==> config.mk <==
export PLATFORM = sky130hd
export DESIGN_NAME = joint_impedance_torque_law_flat
export DESIGN_NICKNAME = d
export VERILOG_FILES = /design/src/jitl_pkg.sv /design/src/jitl_if.sv /design/src/joint_impedance_torque_law.sv /design/src/flat_wrapper.sv
export SDC_FILE = /design/constraint.sdc
export NUM_CORES = 2
export LEC_CHECK = 0
export BUFFER_PORTS_ARGS = -buffer_cell sky130_fd_sc_hd__buf_2
export CAP_MARGIN = 20
export CELL_PAD_IN_SITES_DETAIL_PLACEMENT = 1
export CELL_PAD_IN_SITES_GLOBAL_PLACEMENT = 2
export CORE_MARGIN = 2
export CORE_UTILIZATION = 32
export DETAILED_ROUTE_END_ITERATION = 16
export GPL_TIMING_DRIVEN = 1
export PLACE_DENSITY = 0.64
export SETUP_SLACK_MARGIN = 0.3
export SYNTH_ARGS = -nofsm -noshare
export SYNTH_HDL_FRONTEND = slang
export SYNTH_SLANG_ARGS = --single-unit
==> constraint.sdc <==
create_clock -name clk -period 13.9 [get_ports clk]
set_clock_uncertainty 0.2 [all_clocks]
set_input_delay 2.78 -clock clk [delete_from_list [all_inputs] [get_ports clk]]
set_output_delay 2.78 -clock clk [all_outputs]
set_load 0.02 [all_outputs]
==> src/jitl_pkg.sv <==
`timescale 1ns / 1ps

package jitl_pkg;

	// joint count and fixed-point formats
	localparam int JOINTS    = 7;
	localparam int GAIN_W    = 16;
	localparam int CFG_W     = 64;
	localparam int LIMIT_W   = 31;
	localparam int SMOOTH_W  = 17;

	typedef logic signed [31:0] q16_t;
	typedef logic [2:0]         joint_t;
	typedef logic [GAIN_W-1:0]  gain_t;

	// velocity filter weights, Q1.16
	localparam logic [SMOOTH_W-1:0] ALPHA_Q16 = 17'd64881;
	localparam logic [SMOOTH_W-1:0] ONE_Q16   = 17'd65536;
	localparam logic [SMOOTH_W-1:0] BETA_Q16  = ONE_Q16 - ALPHA_Q16;

	// register indexes
	typedef enum logic [2:0] {
		REG_STIFF_LO = 3'd0,
		REG_STIFF_HI = 3'd1,
		REG_DAMP_LO  = 3'd2,
		REG_DAMP_HI  = 3'd3,
		REG_COR_SCALE = 3'd4,
		REG_SMOOTH   = 3'd5,
		REG_LIMIT    = 3'd6
	} reg_idx_t;

	// sequencer states
	typedef enum logic [1:0] {
		S_IDLE,
		S_MUL,
		S_DIFF,
		S_FIN
	} state_t;

	// multiply steps of the shared unit
	typedef enum logic [2:0] {
		ST_FV_HIST = 3'd0,
		ST_FV_MEAS = 3'd1,
		ST_FT_HIST = 3'd2,
		ST_FT_TGT  = 3'd3,
		ST_COR     = 3'd4,
		ST_STIFF   = 3'd5,
		ST_DAMP    = 3'd6,
		ST_LAST    = 3'd7
	} step_t;

endpackage

==> src/jitl_if.sv <==
`timescale 1ns / 1ps

// joint sample channel
interface jitl_sample_if import jitl_pkg::*; ();
	logic   valid;
	logic   ready;
	joint_t joint_index;
	q16_t   measured_position;
	q16_t   measured_velocity;
	q16_t   coriolis_torque;
	q16_t   last_desired_torque;
	q16_t   target_position;

	modport source (
		output valid, joint_index, measured_position, measured_velocity,
		       coriolis_torque, last_desired_torque, target_position,
		input  ready
	);
	modport sink (
		input  valid, joint_index, measured_position, measured_velocity,
		       coriolis_torque, last_desired_torque, target_position,
		output ready
	);
endinterface

// torque command channel
interface jitl_command_if import jitl_pkg::*; ();
	logic   valid;
	logic   ready;
	joint_t joint_number;
	q16_t   torque_command;
	logic   rate_limited;

	modport source (
		output valid, joint_number, torque_command, rate_limited,
		input  ready
	);
	modport sink (
		input  valid, joint_number, torque_command, rate_limited,
		output ready
	);
endinterface

==> src/joint_impedance_torque_law.sv <==
`timescale 1ns / 1ps

// Joint impedance torque law with a per-step torque rate limit. Each sample request
// carries one joint's measurements; the block keeps a filtered velocity and a filtered
// target per joint, forms scaled Coriolis plus stiffness times position error minus
// damping times filtered velocity, saturates it, then clamps the change from the last
// desired torque to the step limit and flags the clamp. All seven products go through
// one shared 34 x 18 bit multiplier, one product per cycle; a sample passes through
// acceptance, the multiply/accumulate steps, a difference step and a clamp step before
// the next acceptance. A joint index beyond the joint count skips the multiplier and
// goes from acceptance straight to the clamp step. The command sits in an output
// register, so a new sample is accepted while the previous command waits to be taken;
// the clamp step only stretches while an earlier command still waits in that register.
module joint_impedance_torque_law import jitl_pkg::*; (
	input  logic                     clk,
	input  logic                     arst_n,
	input  logic                     cfg_we,
	input  logic [2:0]               cfg_index,
	input  logic [CFG_W-1:0]         cfg_data,
	jitl_sample_if.sink              sample,
	jitl_command_if.source           command
);

	// configuration registers
	logic [63:0]         stiff_lo_q;
	logic [47:0]         stiff_hi_q;
	logic [63:0]         damp_lo_q;
	logic [47:0]         damp_hi_q;
	logic [15:0]         cor_scale_q;
	logic [SMOOTH_W-1:0] smooth_q;
	logic [LIMIT_W-1:0]  limit_q;

	// per-joint filter state
	q16_t fv_q [JOINTS];
	q16_t ft_q [JOINTS];

	// latched sample
	joint_t j_q;
	q16_t   pos_q;
	q16_t   vel_q;
	q16_t   cor_q;
	q16_t   last_q;
	q16_t   tgt_q;
	logic   bypass_q;

	// sequencer and datapath
	state_t             state_q, state_d;
	logic [2:0]         step_q;
	logic signed [33:0] op_a;
	logic signed [17:0] op_b;
	logic signed [51:0] prod_q;
	logic signed [51:0] acc_q;
	q16_t               fv_new_q;
	q16_t               ft_new_q;
	logic signed [47:0] tau_q;
	logic signed [32:0] diff_q;

	logic               in_range;
	logic               accept;
	logic               out_free;
	logic               out_load;
	logic               busy_ready;
	logic [SMOOTH_W-1:0] w_sat;
	gain_t              k_gain;
	gain_t              d_gain;
	q16_t               fv_old;
	q16_t               ft_old;
	logic signed [51:0] sum_round16;
	logic signed [51:0] r14;
	logic signed [51:0] r4;
	q16_t               tau_sat;
	logic signed [32:0] lim33;
	logic signed [32:0] diff_clamped;
	logic               clamp_flag;
	logic signed [33:0] cmd_wide;
	q16_t               cmd_sat;

	// configuration writes
	always_ff @(posedge clk or negedge arst_n) begin
		if (!arst_n) begin
			stiff_lo_q  <= '0;
			stiff_hi_q  <= '0;
			damp_lo_q   <= '0;
			damp_hi_q   <= '0;
			cor_scale_q <= 16'd16384;
			smooth_q    <= 17'd655;
			limit_q     <= 31'd65536;
		end else if (cfg_we) begin
			unique case (cfg_index)
				REG_STIFF_LO:  stiff_lo_q  <= cfg_data;
				REG_STIFF_HI:  stiff_hi_q  <= cfg_data[47:0];
				REG_DAMP_LO:   damp_lo_q   <= cfg_data;
				REG_DAMP_HI:   damp_hi_q   <= cfg_data[47:0];
				REG_COR_SCALE: cor_scale_q <= cfg_data[15:0];
				REG_SMOOTH:    smooth_q    <= cfg_data[SMOOTH_W-1:0];
				REG_LIMIT:     limit_q     <= cfg_data[LIMIT_W-1:0];
				default: ;
			endcase
		end
	end

	// handshake terms
	assign in_range = {1'b0, sample.joint_index} < 4'(JOINTS);
	assign accept   = sample.valid && busy_ready;
	assign out_free = !command.valid || command.ready;
	assign sample.ready = busy_ready;

	// next state
	always_comb begin
		state_d = state_q;
		unique case (state_q)
			S_IDLE: if (sample.valid) state_d = in_range ? S_MUL : S_FIN;
			S_MUL:  if (step_q == ST_LAST) state_d = S_DIFF;
			S_DIFF: state_d = S_FIN;
			S_FIN:  if (out_free) state_d = S_IDLE;
			default: state_d = S_IDLE;
		endcase
	end

	// sequencer outputs
	always_comb begin
		busy_ready = 1'b0;
		out_load   = 1'b0;
		unique case (state_q)
			S_IDLE:  busy_ready = 1'b1;
			S_FIN:   out_load   = out_free;
			default: ;
		endcase
	end

	always_ff @(posedge clk or negedge arst_n) begin
		if (!arst_n) begin
			state_q <= S_IDLE;
			step_q  <= '0;
		end else begin
			state_q <= state_d;
			if (accept)
				step_q <= '0;
			else if (state_q == S_MUL)
				step_q <= step_q + 3'd1;
		end
	end

	// sample latch
	always_ff @(posedge clk) begin
		if (accept) begin
			j_q      <= sample.joint_index;
			pos_q    <= sample.measured_position;
			vel_q    <= sample.measured_velocity;
			cor_q    <= sample.coriolis_torque;
			last_q   <= sample.last_desired_torque;
			tgt_q    <= sample.target_position;
			bypass_q <= !in_range;
		end
	end

	// gain lookup, joints past the gain registers get zero
	always_comb begin
		case (j_q)
			3'd0: begin k_gain = stiff_lo_q[15:0];  d_gain = damp_lo_q[15:0];  end
			3'd1: begin k_gain = stiff_lo_q[31:16]; d_gain = damp_lo_q[31:16]; end
			3'd2: begin k_gain = stiff_lo_q[47:32]; d_gain = damp_lo_q[47:32]; end
			3'd3: begin k_gain = stiff_lo_q[63:48]; d_gain = damp_lo_q[63:48]; end
			3'd4: begin k_gain = stiff_hi_q[15:0];  d_gain = damp_hi_q[15:0];  end
			3'd5: begin k_gain = stiff_hi_q[31:16]; d_gain = damp_hi_q[31:16]; end
			3'd6: begin k_gain = stiff_hi_q[47:32]; d_gain = damp_hi_q[47:32]; end
			default: begin k_gain = '0; d_gain = '0; end
		endcase
	end

	assign w_sat  = (smooth_q > ONE_Q16) ? ONE_Q16 : smooth_q;
	assign fv_old = fv_q[j_q];
	assign ft_old = ft_q[j_q];

	// operand select for the shared multiplier
	always_comb begin
		op_a = '0;
		op_b = '0;
		case (step_q)
			ST_FV_HIST: begin op_a = 34'(fv_old); op_b = {1'b0, BETA_Q16};  end
			ST_FV_MEAS: begin op_a = 34'(vel_q);  op_b = {1'b0, ALPHA_Q16}; end
			ST_FT_HIST: begin op_a = 34'(ft_old); op_b = {1'b0, ONE_Q16 - w_sat}; end
			ST_FT_TGT:  begin op_a = 34'(tgt_q);  op_b = {1'b0, w_sat}; end
			ST_COR:     begin op_a = 34'(cor_q);  op_b = {2'b00, cor_scale_q}; end
			ST_STIFF: begin
				op_a = 34'(ft_new_q) - 34'(pos_q);
				op_b = {2'b00, k_gain};
			end
			ST_DAMP:    begin op_a = 34'(fv_new_q); op_b = {2'b00, d_gain}; end
			default: ;
		endcase
	end

	always_ff @(posedge clk) begin
		prod_q <= op_a * op_b;
	end

	// rounding of the registered product
	assign sum_round16 = acc_q + prod_q + 52'sd32768;
	assign r14         = (prod_q + 52'sd8192) >>> 14;
	assign r4          = (prod_q + 52'sd8) >>> 4;

	// accumulate the product of the previous step
	always_ff @(posedge clk) begin
		if (state_q == S_MUL) begin
			case (step_q)
				ST_FV_MEAS: acc_q    <= prod_q;
				ST_FT_HIST: fv_new_q <= sum_round16[47:16];
				ST_FT_TGT:  acc_q    <= prod_q;
				ST_COR:     ft_new_q <= sum_round16[47:16];
				ST_STIFF:   tau_q    <= r14[47:0];
				ST_DAMP:    tau_q    <= tau_q + r4[47:0];
				ST_LAST:    tau_q    <= tau_q - r4[47:0];
				default: ;
			endcase
		end
		if (state_q == S_DIFF)
			diff_q <= 33'(tau_sat) - 33'(last_q);
	end

	// filter state update
	always_ff @(posedge clk or negedge arst_n) begin
		if (!arst_n) begin
			for (int i = 0; i < JOINTS; i++) begin
				fv_q[i] <= '0;
				ft_q[i] <= '0;
			end
		end else if (state_q == S_DIFF) begin
			fv_q[j_q] <= fv_new_q;
			ft_q[j_q] <= ft_new_q;
		end
	end

	// torque saturation
	always_comb begin
		if (tau_q > 48'sd2147483647)
			tau_sat = 32'sh7fffffff;
		else if (tau_q < -48'sd2147483648)
			tau_sat = 32'sh80000000;
		else
			tau_sat = tau_q[31:0];
	end

	// rate clamp and command saturation
	assign lim33 = {2'b00, limit_q};
	always_comb begin
		clamp_flag   = 1'b0;
		diff_clamped = diff_q;
		if (diff_q > lim33) begin
			diff_clamped = lim33;
			clamp_flag   = 1'b1;
		end else if (diff_q < -lim33) begin
			diff_clamped = -lim33;
			clamp_flag   = 1'b1;
		end
		cmd_wide = 34'(last_q) + 34'(diff_clamped);
		if (cmd_wide > 34'sd2147483647)
			cmd_sat = 32'sh7fffffff;
		else if (cmd_wide < -34'sd2147483648)
			cmd_sat = 32'sh80000000;
		else
			cmd_sat = cmd_wide[31:0];
	end

	// output register
	always_ff @(posedge clk or negedge arst_n) begin
		if (!arst_n)
			command.valid <= 1'b0;
		else if (out_load)
			command.valid <= 1'b1;
		else if (command.ready)
			command.valid <= 1'b0;
	end

	always_ff @(posedge clk) begin
		if (out_load) begin
			command.joint_number   <= j_q;
			command.torque_command <= bypass_q ? last_q : cmd_sat;
			command.rate_limited   <= bypass_q ? 1'b0 : clamp_flag;
		end
	end

endmodule
==> src/flat_wrapper.sv <==
// flat-port wrapper written by rule: the top's interface ports become plain ports
module joint_impedance_torque_law_flat import jitl_pkg::*;
  (clk, arst_n, cfg_we, cfg_index, cfg_data, sample_valid, sample_joint_index, sample_measured_position, sample_measured_velocity, sample_coriolis_torque, sample_last_desired_torque, sample_target_position, sample_ready, command_valid, command_joint_number, command_torque_command, command_rate_limited, command_ready);
  jitl_sample_if sample_i ();
  jitl_command_if command_i ();
  input  logic clk;
  input  logic arst_n;
  input  logic cfg_we;
  input  logic [2:0] cfg_index;
  input  logic [CFG_W-1:0] cfg_data;
  input wire logic [$bits(sample_i.valid)-1:0] sample_valid;
  input wire logic [$bits(sample_i.joint_index)-1:0] sample_joint_index;
  input wire logic [$bits(sample_i.measured_position)-1:0] sample_measured_position;
  input wire logic [$bits(sample_i.measured_velocity)-1:0] sample_measured_velocity;
  input wire logic [$bits(sample_i.coriolis_torque)-1:0] sample_coriolis_torque;
  input wire logic [$bits(sample_i.last_desired_torque)-1:0] sample_last_desired_torque;
  input wire logic [$bits(sample_i.target_position)-1:0] sample_target_position;
  output wire logic [$bits(sample_i.ready)-1:0] sample_ready;
  output wire logic [$bits(command_i.valid)-1:0] command_valid;
  output wire logic [$bits(command_i.joint_number)-1:0] command_joint_number;
  output wire logic [$bits(command_i.torque_command)-1:0] command_torque_command;
  output wire logic [$bits(command_i.rate_limited)-1:0] command_rate_limited;
  input wire logic [$bits(command_i.ready)-1:0] command_ready;
  assign sample_i.valid = sample_valid;
  assign sample_i.joint_index = sample_joint_index;
  assign sample_i.measured_position = sample_measured_position;
  assign sample_i.measured_velocity = sample_measured_velocity;
  assign sample_i.coriolis_torque = sample_coriolis_torque;
  assign sample_i.last_desired_torque = sample_last_desired_torque;
  assign sample_i.target_position = sample_target_position;
  assign sample_ready = sample_i.ready;
  assign command_valid = command_i.valid;
  assign command_joint_number = command_i.joint_number;
  assign command_torque_command = command_i.torque_command;
  assign command_rate_limited = command_i.rate_limited;
  assign command_i.ready = command_ready;
  joint_impedance_torque_law u_core (.clk(clk), .arst_n(arst_n), .cfg_we(cfg_we), .cfg_index(cfg_index), .cfg_data(cfg_data), .sample(sample_i), .command(command_i));
endmodule
* Word-level counts from Yosys, hierarchy flattened *
Cells that the tools add are included.

word-level totals
  register bits = 1187
  bits of input ports = 235
  output and inout bits = 38
  word-level logic and storage cells = 150

cells by class
  $add $sub $neg = 12
  multiply operators = 1
  order comparisons = 10
  eq/ne operators = 25
  multiplexer cells = 36
  bitwise gates (word level) = 1
  reductions and logical operators = 25

operator list
  cell                                                              count
  bitwise mux 224 bit                                               2
  2-to-1 mux 32 bit                                                 10
  one-hot mux 34 bit (7 select lines)                               1
  one-hot mux 16 bit (7 select lines)                               2
  binary-select mux 32 bit (select 3 bit)                           2
  one-hot mux 48 bit (3 select lines)                               1
  one-hot mux 17 bit (7 select lines)                               1
  adder 48 bit                                                      2
  demux 32 bit (select 3 bit)                                       1
  2-to-1 mux 33 bit                                                 2
  subtractor 32 x 32 -> 33 bit                                      2
  adder 52 x 15 -> 52 bit (second input constant)                   1
  adder 52 x 5 -> 52 bit (second input constant)                    1
  multiplier 34 x 18 -> 52 bit                                      1
  adder 48 x 17 -> 48 bit (second input constant)                   1
  greater-than comparator 48 x 32 -> 1 bit (second input constant)  1
  < comparator 48 x 32 -> 1 bit (second input constant)             1
  subtractor 48 bit                                                 1
  adder 32 x 33 -> 34 bit                                           1
  greater-than comparator 34 x 32 -> 1 bit (second input constant)  1
  < comparator 34 x 32 -> 1 bit (second input constant)             1
  greater-than comparator 33 x 32 -> 1 bit                          1
  < comparator 33 bit                                               1
  negator 31 -> 33 bit                                              1
  29 further kinds                                                  71

* Depth between registers and ports, before layout *
  word-level depth = 9
  depth in mapped cells = 42
  depth with buffers taken out = 39

* Least setup slack after synthesis *
No wires, ideal clock.

  path type = flip-flop to flip-flop
  start point = register u_core.smooth_q[6]
  end point = register u_core.prod_q[50]
  setup time = 0.072 ns
  arrival time = 9.095 ns
  data required time = 13.628 ns
  path slack = 4.533 ns
  cell stages (with the launch flop) = 36
  buffers on the path = 2
  clock period less this slack = 9.367 ns
  path through = dfrtp_1 -> nor3_1 -> nand4b_1 -> nand2b_1 -> or4_1 -> o21ai_1 -> buf_2 -> nand2_1 -> ha_1 -> o21ai_0 -> o311a_1 -> nor3_1 -> a211oi_2 -> clkbuf_1 -> nor2_1 -> fa_1 -> inv_1 -> fa_1 -> fa_1 -> inv_1 -> fa_1 -> fa_1 -> inv_1 -> fa_1 -> inv_1 -> ha_1 -> a21o_1 -> a21o_1 -> a2111oi_0 -> o21ai_0 -> a21oi_1 -> o21ai_1 -> a211oi_1 -> o21ai_1 -> a311oi_1 -> xnor2_1

on the way
  cells in the longest elaborated chain, start to end = 5

ends and longest elaborated chain
  item                                     line                               source
  start, declared                          joint_impedance_torque_law.sv:30   logic [SMOOTH_W-1:0] smooth_q;
  start signal, assigned                   joint_impedance_torque_law.sv:95   REG_SMOOTH: smooth_q <= cfg_data[SMOOTH_W-1:0];
  greater-than comparator 17 bit           joint_impedance_torque_law.sv:171  assign w_sat = (smooth_q > ONE_Q16) ? ONE_Q16 : smooth_q;
  2-to-1 mux 17 bit (*)                    joint_impedance_torque_law.sv:171
  subtractor 17 bit                        joint_impedance_torque_law.sv:182  ST_FT_HIST: begin op_a = 34'(ft_old); op_b = {1'b0, ONE_Q16 - w_sat}; end
  one-hot mux 17 bit (7 select lines) (*)  joint_impedance_torque_law.sv:179  case (step_q)
  multiplier 34 x 18 -> 52 bit (*)         joint_impedance_torque_law.sv:195  prod_q <= op_a * op_b;
  end signal, assigned                     joint_impedance_torque_law.sv:195
  end, declared                            joint_impedance_torque_law.sv:51   logic signed [51:0] prod_q;

Mark *: on every way between the ends. The rest lies on a longest branch, timed or not.
A chain may end at the register's enable or synchronous reset.

* Worst setup path in the final report *
Ends and elaborated chain as after synthesis.

==> results.cfg <==
[synthesis]
yosys-top-cells-count = inv_1 (818), mux2_2 (776), dfrtp_1 (734)
yosysWarnings = 0
synth_cells = 7791
synth_area_leader_cell = dfrtp_1
yosys.area_share.simple = 0.100
synth.cell_area_um2 = 83300
synthAdderAreaFrac = 0.196
synth-edff-count = 393
synth_nets = 9004
synth_area_leaders = dfrtp_1 (22%), edfxtp_1 (14%), fa_1 (13%), mux2_2 (10%), ha_1 (6.5%)
yosysUniqueCellTypes = 99
synth-xor-area-share = 0.0368
ys_ff_latch = 1187
synth_top_family_by_area = adder cells
synthArstFlopShare = 0.625
seq_area_frac_synth = 0.377
yosysMostFrequentCell = inv_1
synth_top_area_share = 0.220
synth_flop_cell = dfrtp_1
yosys-mux-area-fraction = 0.125
synth_compound_area_frac = 0.110
avgSynthCellArea_um2 = 10.7

[clock_network]
root_buffer = clkbuf_16
clkTransAtPathRegs_ns = 0.06
ctsHoldBuffers = 0
htreeDepth = 4
clock-sinks = 1187
cts_setup_buffers = 0
cts_max_path_buffers = 3
numCtsBuffers = 143
clk_latency_ns = 0.83
cts_resized = 0
tritoncts = built

[setup_path]
critPathArrivalTime_ns = 11.72
critPathMaxFanout = 17
slowest_stage = o2111ai_4
path_class = flop to flop
start_kind = flop
cpPeakStageDelay_ns = 0.67
cp_common_cell = fa_1
setup.worst_path.end_class = flop
required_ns = 14.44

[global_routing]
grt_pass1_wl_mm = 465
antenna_found_initial = 35
grt_overflow = 0
grt_pass1_vias = 66200
grt_max_degree = 176
grt_util_all_layers = 0.238

[placed_design]
port_buffers = 272
gp_congestion = 0.904
post-dp-hpwl_mm = 237

[route]
drt-initial-drc-count = 4250
routed_wl_mm = 317
vias = 61800
ant_nets = 0
drc = 0
routedWlPerCell_um = 27.6
vias_per_cell = 5.37
drt_pre_antenna_iters = 7

[timing]
tightest_slew_ns = 1.18
slew_viol_final = 0
slew_headroom = 0.213
fmax_mhz = 89.5
setup_viol_count_final = 0
finalCritPeriodShare = 0.804
finalHoldViolations = 0
finalCriticalPeriod_ns = 11.18
rsz0062_at_grt = no
tns_ns = 0

[die]
dieWidth_um = 514
num_io_pins = 273
start_util = 0.321
die_area_um2 = 264000
die_h_um = 514
rows = 187
design.core.area_um2 = 259000

[run_status]
status = complete, no violations

[final_layout]
drive_gt1_frac = 0.192
final_nets = 9186
final.fill_count = 28600
area_growth_pct = 12.4

[hold_path]
min_path_type = flop to flop

[flow_run]
cap_violations = 0
==> through the flow <==
step / cell area (um2) / hold slack (ns) / cells / setup WS, ns / util
after detailed placement: 88900 / 0.232 / 11200 / 2.52 / 0.343
final: 93700 / 0.247 / 11500 / 2.72 / 0.361
after global placement: 88900 / 0.228 / 11200 / 2.83 / 0.343
after CTS: 93500 / 0.243 / 11500 / 2.45 / 0.361
after global routing: 93700 / 0.249 / 11500 / 2.03 / 0.361
after floorplan: 83300 / 0.209 / 7791 / 4.53 / -
==> registers in the layout, indices dropped and copies added (netlist names), 33 cells and up <==
| signal | cells |
|---|---|
| u_core.damp_lo_q | 64 |
| u_core.tau_q | 48 |
| u_core.diff_q | 33 |
| u_core.ft_q | 224 |
| u_core.stiff_hi_q | 48 |
| u_core.prod_q | 52 |
| u_core.fv_q | 224 |
| u_core.damp_hi_q | 48 |
| u_core.stiff_lo_q | 64 |
| u_core.acc_q | 48 |
==> cells in the final DEF, fill, tap and decap left out, types with 146 or more instances in the layout <==
cell type,netlist,layout
buf_2,58,271
dfrtp_1,734,734
nand2_1,667,662
mux2_2,776,776
xnor2_1,219,219
inv_1,818,818
clkbuf_16,0,146
ha_1,434,431
a21oi_1,384,383
fa_1,544,544
nor2_1,450,442
edfxtp_1,393,393
o21ai_0,256,253
==> path summary, 6_finish.rpt <==
check                                        start                    to  slack [ns]  cells after the start
worst max register to register  u_core.smooth_q[6]     u_core.prod_q[50]        2.72                     35
min in group asynchronous                   arst_n  u_core.damp_lo_q[19]        1.85                      1
worst min register to register    u_core.prod_q[1]       u_core.acc_q[1]        0.25                      0
worst max-delay path            u_core.smooth_q[6]     u_core.prod_q[50]        2.72                     35
max in group asynchronous                   arst_n       u_core.ft_q[52]        9.13                      3
worst min-delay path              u_core.prod_q[1]       u_core.acc_q[1]        0.25                      0
==> final cells by class <==
class | instances | area (um2) | share of cell area
inverter | 820 | 3080 | 0.0329
tap | 3402 | 4260 | 0.0454
sequential | 1187 | 31400 | 0.335
timing repair buffer | 409 | 2530 | 0.0270
clock inverter | 43 | 561 | 0.00598
clock buffer | 211 | 4120 | 0.0440
multi-input combinational | 5412 | 47700 | 0.509
antenna | 15 | 37.5 | 0.000401
==> kinds of logic (layout without fill, tap and decap cells) <==
logic type,count (synthesis),after routing
xor+xnor,349,349
buf+inv,1192,1483
compound gates,1396,1396
flops,1187,1187
simple gates,1783,1783
fa+ha+maj,978,978
mux,906,906
other cells,0,15
==> critical path, delay by kind of cell, from the launching register on <==
kind	cells	cell delay, ns
simple gates	7	1.69
compound gates	14	3.95
flops	1	0.43
fa+ha+maj	8	3.80
xor+xnor	1	0.15
buf+inv	5	0.83
==> metal layers <==
layer | track usage | vias to the layer above | wire [um]
li1 | - | 27300 | -
met2 | 0.393 | 1227 | 151000
met4 | 0.0591 | 6 | 7780
met5 | 0 | - | 32
met1 | 0.332 | 32900 | 147000
met3 | 0.0269 | 361 | 12100
Power is not shown: default switching activity piles up to over one toggle a cycle in this logic, so the estimate is an artifact.
